$ cat config.mk
export PLATFORM = sky130hd
export DESIGN_NAME = arpc_ram
export DESIGN_NICKNAME = d
export VERILOG_FILES = /design/src/rtl/arpc_ram.sv
export SDC_FILE = /design/constraint.sdc
export NUM_CORES = 1
export LEC_CHECK = 0
export ABC_AREA = 1
export BUFFER_PORTS_ARGS = -buffer_cell sky130_fd_sc_hd__buf_2
export CAP_MARGIN = 20
export CORE_ASPECT_RATIO = 0.7
export CORE_MARGIN = 3
export CORE_UTILIZATION = 35
export DETAILED_ROUTE_END_ITERATION = 7
export PLACE_DENSITY = 0.49
export SLEW_MARGIN = 20
export SYNTH_ARGS = -nofsm -noshare
export SYNTH_HDL_FRONTEND = slang
export SYNTH_SLANG_ARGS = --single-unit
$ cat constraint.sdc
create_clock -name clk -period 4.11 [get_ports clk]
set_clock_uncertainty 0.15 [all_clocks]
set_input_delay 0.6165 -clock clk [delete_from_list [all_inputs] [get_ports clk]]
set_output_delay 0.6165 -clock clk [all_outputs]
set_load 0.05 [all_outputs]
$ cat src/rtl/arpc_ram.sv
// arpc_ram: simple dual port synchronous memory, one write and one read port
// read data registered; no dependencies
`default_nettype none
module arpc_ram #(
	parameter int DEPTH = 64,
	parameter int WIDTH = 16,
	parameter int AW    = 6
) (
	input  wire logic             clk,
	input  wire logic             we,
	input  wire logic [AW-1:0]    waddr,
	input  wire logic [WIDTH-1:0] wdata,
	input  wire logic             re,
	input  wire logic [AW-1:0]    raddr,
	output logic      [WIDTH-1:0] rdata
);
	logic [WIDTH-1:0] mem [DEPTH];

	always_ff @(posedge clk) begin
		if (we) begin
			mem[waddr] <= wdata;
		end
		if (re) begin
			rdata <= mem[raddr];
		end
	end
endmodule
`default_nettype wire

==> impl_metrics.csv <==
group,metric,value,unit
run_status,run_status,"finished clean",
drt,drc,0,
final_layout,fillers,11300,
yosys,synth-seq-area-share,73.9,%
sta,finalSetupViolations,0,
grt,antenna_found_initial,7,
critical_path,required,4.53,ns
final_layout,final_cell_mix,"1296 x nand2_1, 1040 x edfxtp_1, 871 x nand3_1",
clock_tree,cts_tree,"built",
grt,grt_usage,19.9,%
clock_tree,postCtsSetupBuffers,0,
critical_path,rr_worst_depth,8,
critical_path,rrSetupSlack,2.30,ns
yosys,synthTopCellsByArea,"edfxtp_1 74%, nand2_1 12%, nand3_1 10%",
worst_hold_path,min_path_cells,1,
placed_design,numPortBuffers,46,
clock_tree,clk_pin_slew,0.06,ns
grt,grt_pass1_vias,24900,
critical_path,crit_fanout,47,
yosys,syn_area,42300,sq um
critical_path,critPathMaxStageDelay,0.53,ns
floorplanning,start_util,35.7,%
floorplanning,rows,105,
clock_tree,clk-insertion-delay-late,0.72,ns
drt,drtAntennaViolNets,0,
sta,rsz0062_at_grt,"no",
sta,fin_crit_sh,59.4,%
placed_design,pre_cts_ws,0.974,ns
critical_path,critPathLaunchType,"input port",
yosys,synthCells,3517,
critical_path,end_kind,"flop",
critical_path,path_buf_inv,3,
drt,viasPerCell,5.08,
critical_path,timing.rr.end,"rdata[5]",
critical_path,crit_chain,"buf_8, buf_4, buf_4, nand2_1, nand3_1, nand3_1, nand2_1, nand2_1, nand3_1, nand3_1, nand2_1",
power_and_ir_drop,cellLeakagePower,16.9,nW
sta,finalHoldViolCount,0,
critical_path,worstSetupPathDepth,11,
floorplanning,dieArea,125000,sq um
worst_hold_path,hold_class,"in -> reg",
critical_path,endpoint,"rdata[12]",
yosys,synth_top_area_share,73.9,%
clock_tree,cts_root_buf,"clkbuf_16",
yosys,syn_avg_cell_area,12.0,sq um
floorplanning,core,119000,sq um
drt,wire_per_inst,24.0,microns
yosys,yosys.cell_types.count,15,
drt,dr.pass1.iters,5,
clock_tree,h-tree-depth,3,
drt,via_count,26700,
final_layout,mostFrequentLayoutCell,"nand2_1",
sta,tightest_slew,1.11,ns
critical_path,cp.arrival,2.86,ns
clock_tree,ctsLongestPathBuffers,3,
sta,max_freq,409,MHz
grt,gr-total-overflow,0,
floorplanning,pin_count,47,
yosys,yosys_warnings,0,
drt,routed_wl,126000,microns
critical_path,cp_top_family,"buffers and inverters",
clock_tree,hold_buffers,0,
job,cap_violations,0,
clock_tree,numCtsBuffers,102,
yosys,syn_nets,3548,
sta,timing.final.max_slew_violations,0,
power_and_ir_drop,p_per_area,466,nW/um^2
grt,grt_max_degree,141,
sta,min_period,2.44,ns
critical_path,critPathKind,"in -> reg",
yosys,ys_ff_latch,1040,
sta,postLayoutSetupSlackWorst,1.67,ns
floorplanning,die_width,421,microns
clock_tree,numClockSinks,1040,
final_layout,drive_gt1_share,9.05,%
sta,fin_setup_tns,0,ns
drt,drt_iter0_markers,2892,
clock_tree,cts-resized-gates,0,
final_layout,syn_to_final_growth,12.5,%
placed_design,dp_hpwl,72800,microns
placed_design,routabilityCongestion,0.885,
sta,relSlewSlack,25.7,%
critical_path,r2r-start,"mem[47][5]",
floorplanning,chipHeight,297,microns
final_layout,fin_nets,3612,
grt,grt_pass1_wl,183000,microns
power_and_ir_drop,ir_drop,368,uV
critical_path,slowest_stage,"buf_4",
critical_path,startpoint,"raddr[0]",
yosys,synth_top_cell_by_area,"edfxtp_1",
-- sequential cells by signal, summed over array words and instances, names as in the netlist --
| name | cells |
|---|---|
| mem | 1024 |
| rdata | 16 |
-- power breakdown --
group / switching, mW / internal [mW]
Clock: 4.06 / 4.76
Sequential: 0.0309 / 11.8
Combinational: 1.18 / 0.350
-- metrics by stage --
stage	cell area, sq um	utilization, %	hold WS [ns]	std cells	power (mW)
2_1_floorplan	42300	-	0.565	3517	12.8
3_3_place_gp	44500	37.6	0.716	5082	13.6
3_5_place_dp	44500	37.6	0.737	5082	13.6
4_1_cts	47500	40.1	0.208	5263	22.3
5_1_grt	47500	40.1	0.220	5263	22.9
6_report	47600	40.1	0.239	5266	22.1
-- how the worst min path moves through the flow --
stage / to / slack (ns) / startpoint
finish: mem[14][1] / 0.24 / wdata[1]
detailed placement: rdata[1] / 0.74 / mem[6][1]
global route: rdata[10] / 0.22 / re
floorplan: mem[0][0] / 0.57 / wdata[0]
global placement: rdata[1] / 0.72 / mem[6][1]
CTS: mem[11][3] / 0.21 / wdata[3]
-- layer usage --
metal / GRT usage [%] / routed length (microns)
met4: 4.68 / 2620
met2: 27.3 / 52200
met1: 31.9 / 63500
met5: 0 / 0
met3: 3.87 / 8170
-- cell usage after synthesis, drive strengths merged --
cell,n
inv,12
nand3,871
clkbuf,26
edfxtp,1040
buf,199
nor4,8
nand2,1296
nand4,9
nor2,56
-- final cells by class --
class	count	area [sq um]	area share, %
multi-input combinational	2240	9600	20.2
sequential	1040	31200	65.7
clock inverter	51	383	0.805
antenna	3	7.51	0.0158
tap	1605	2010	4.22
inverter	12	71.3	0.150
timing repair buffer	185	1600	3.35
clock buffer	130	2660	5.59
-- kinds of logic (layout without fill, tap and decap cells) --
logic type             count (synthesis)  in the layout  synth area share [%]
and+or+nand+nor                     2240           2240                  22.6
buffers and inverters                237            378                  3.52
DFF                                 1040           1040                  73.9
other                                  0              3                     0
Note: power is estimated with default switching activity, not from simulation.
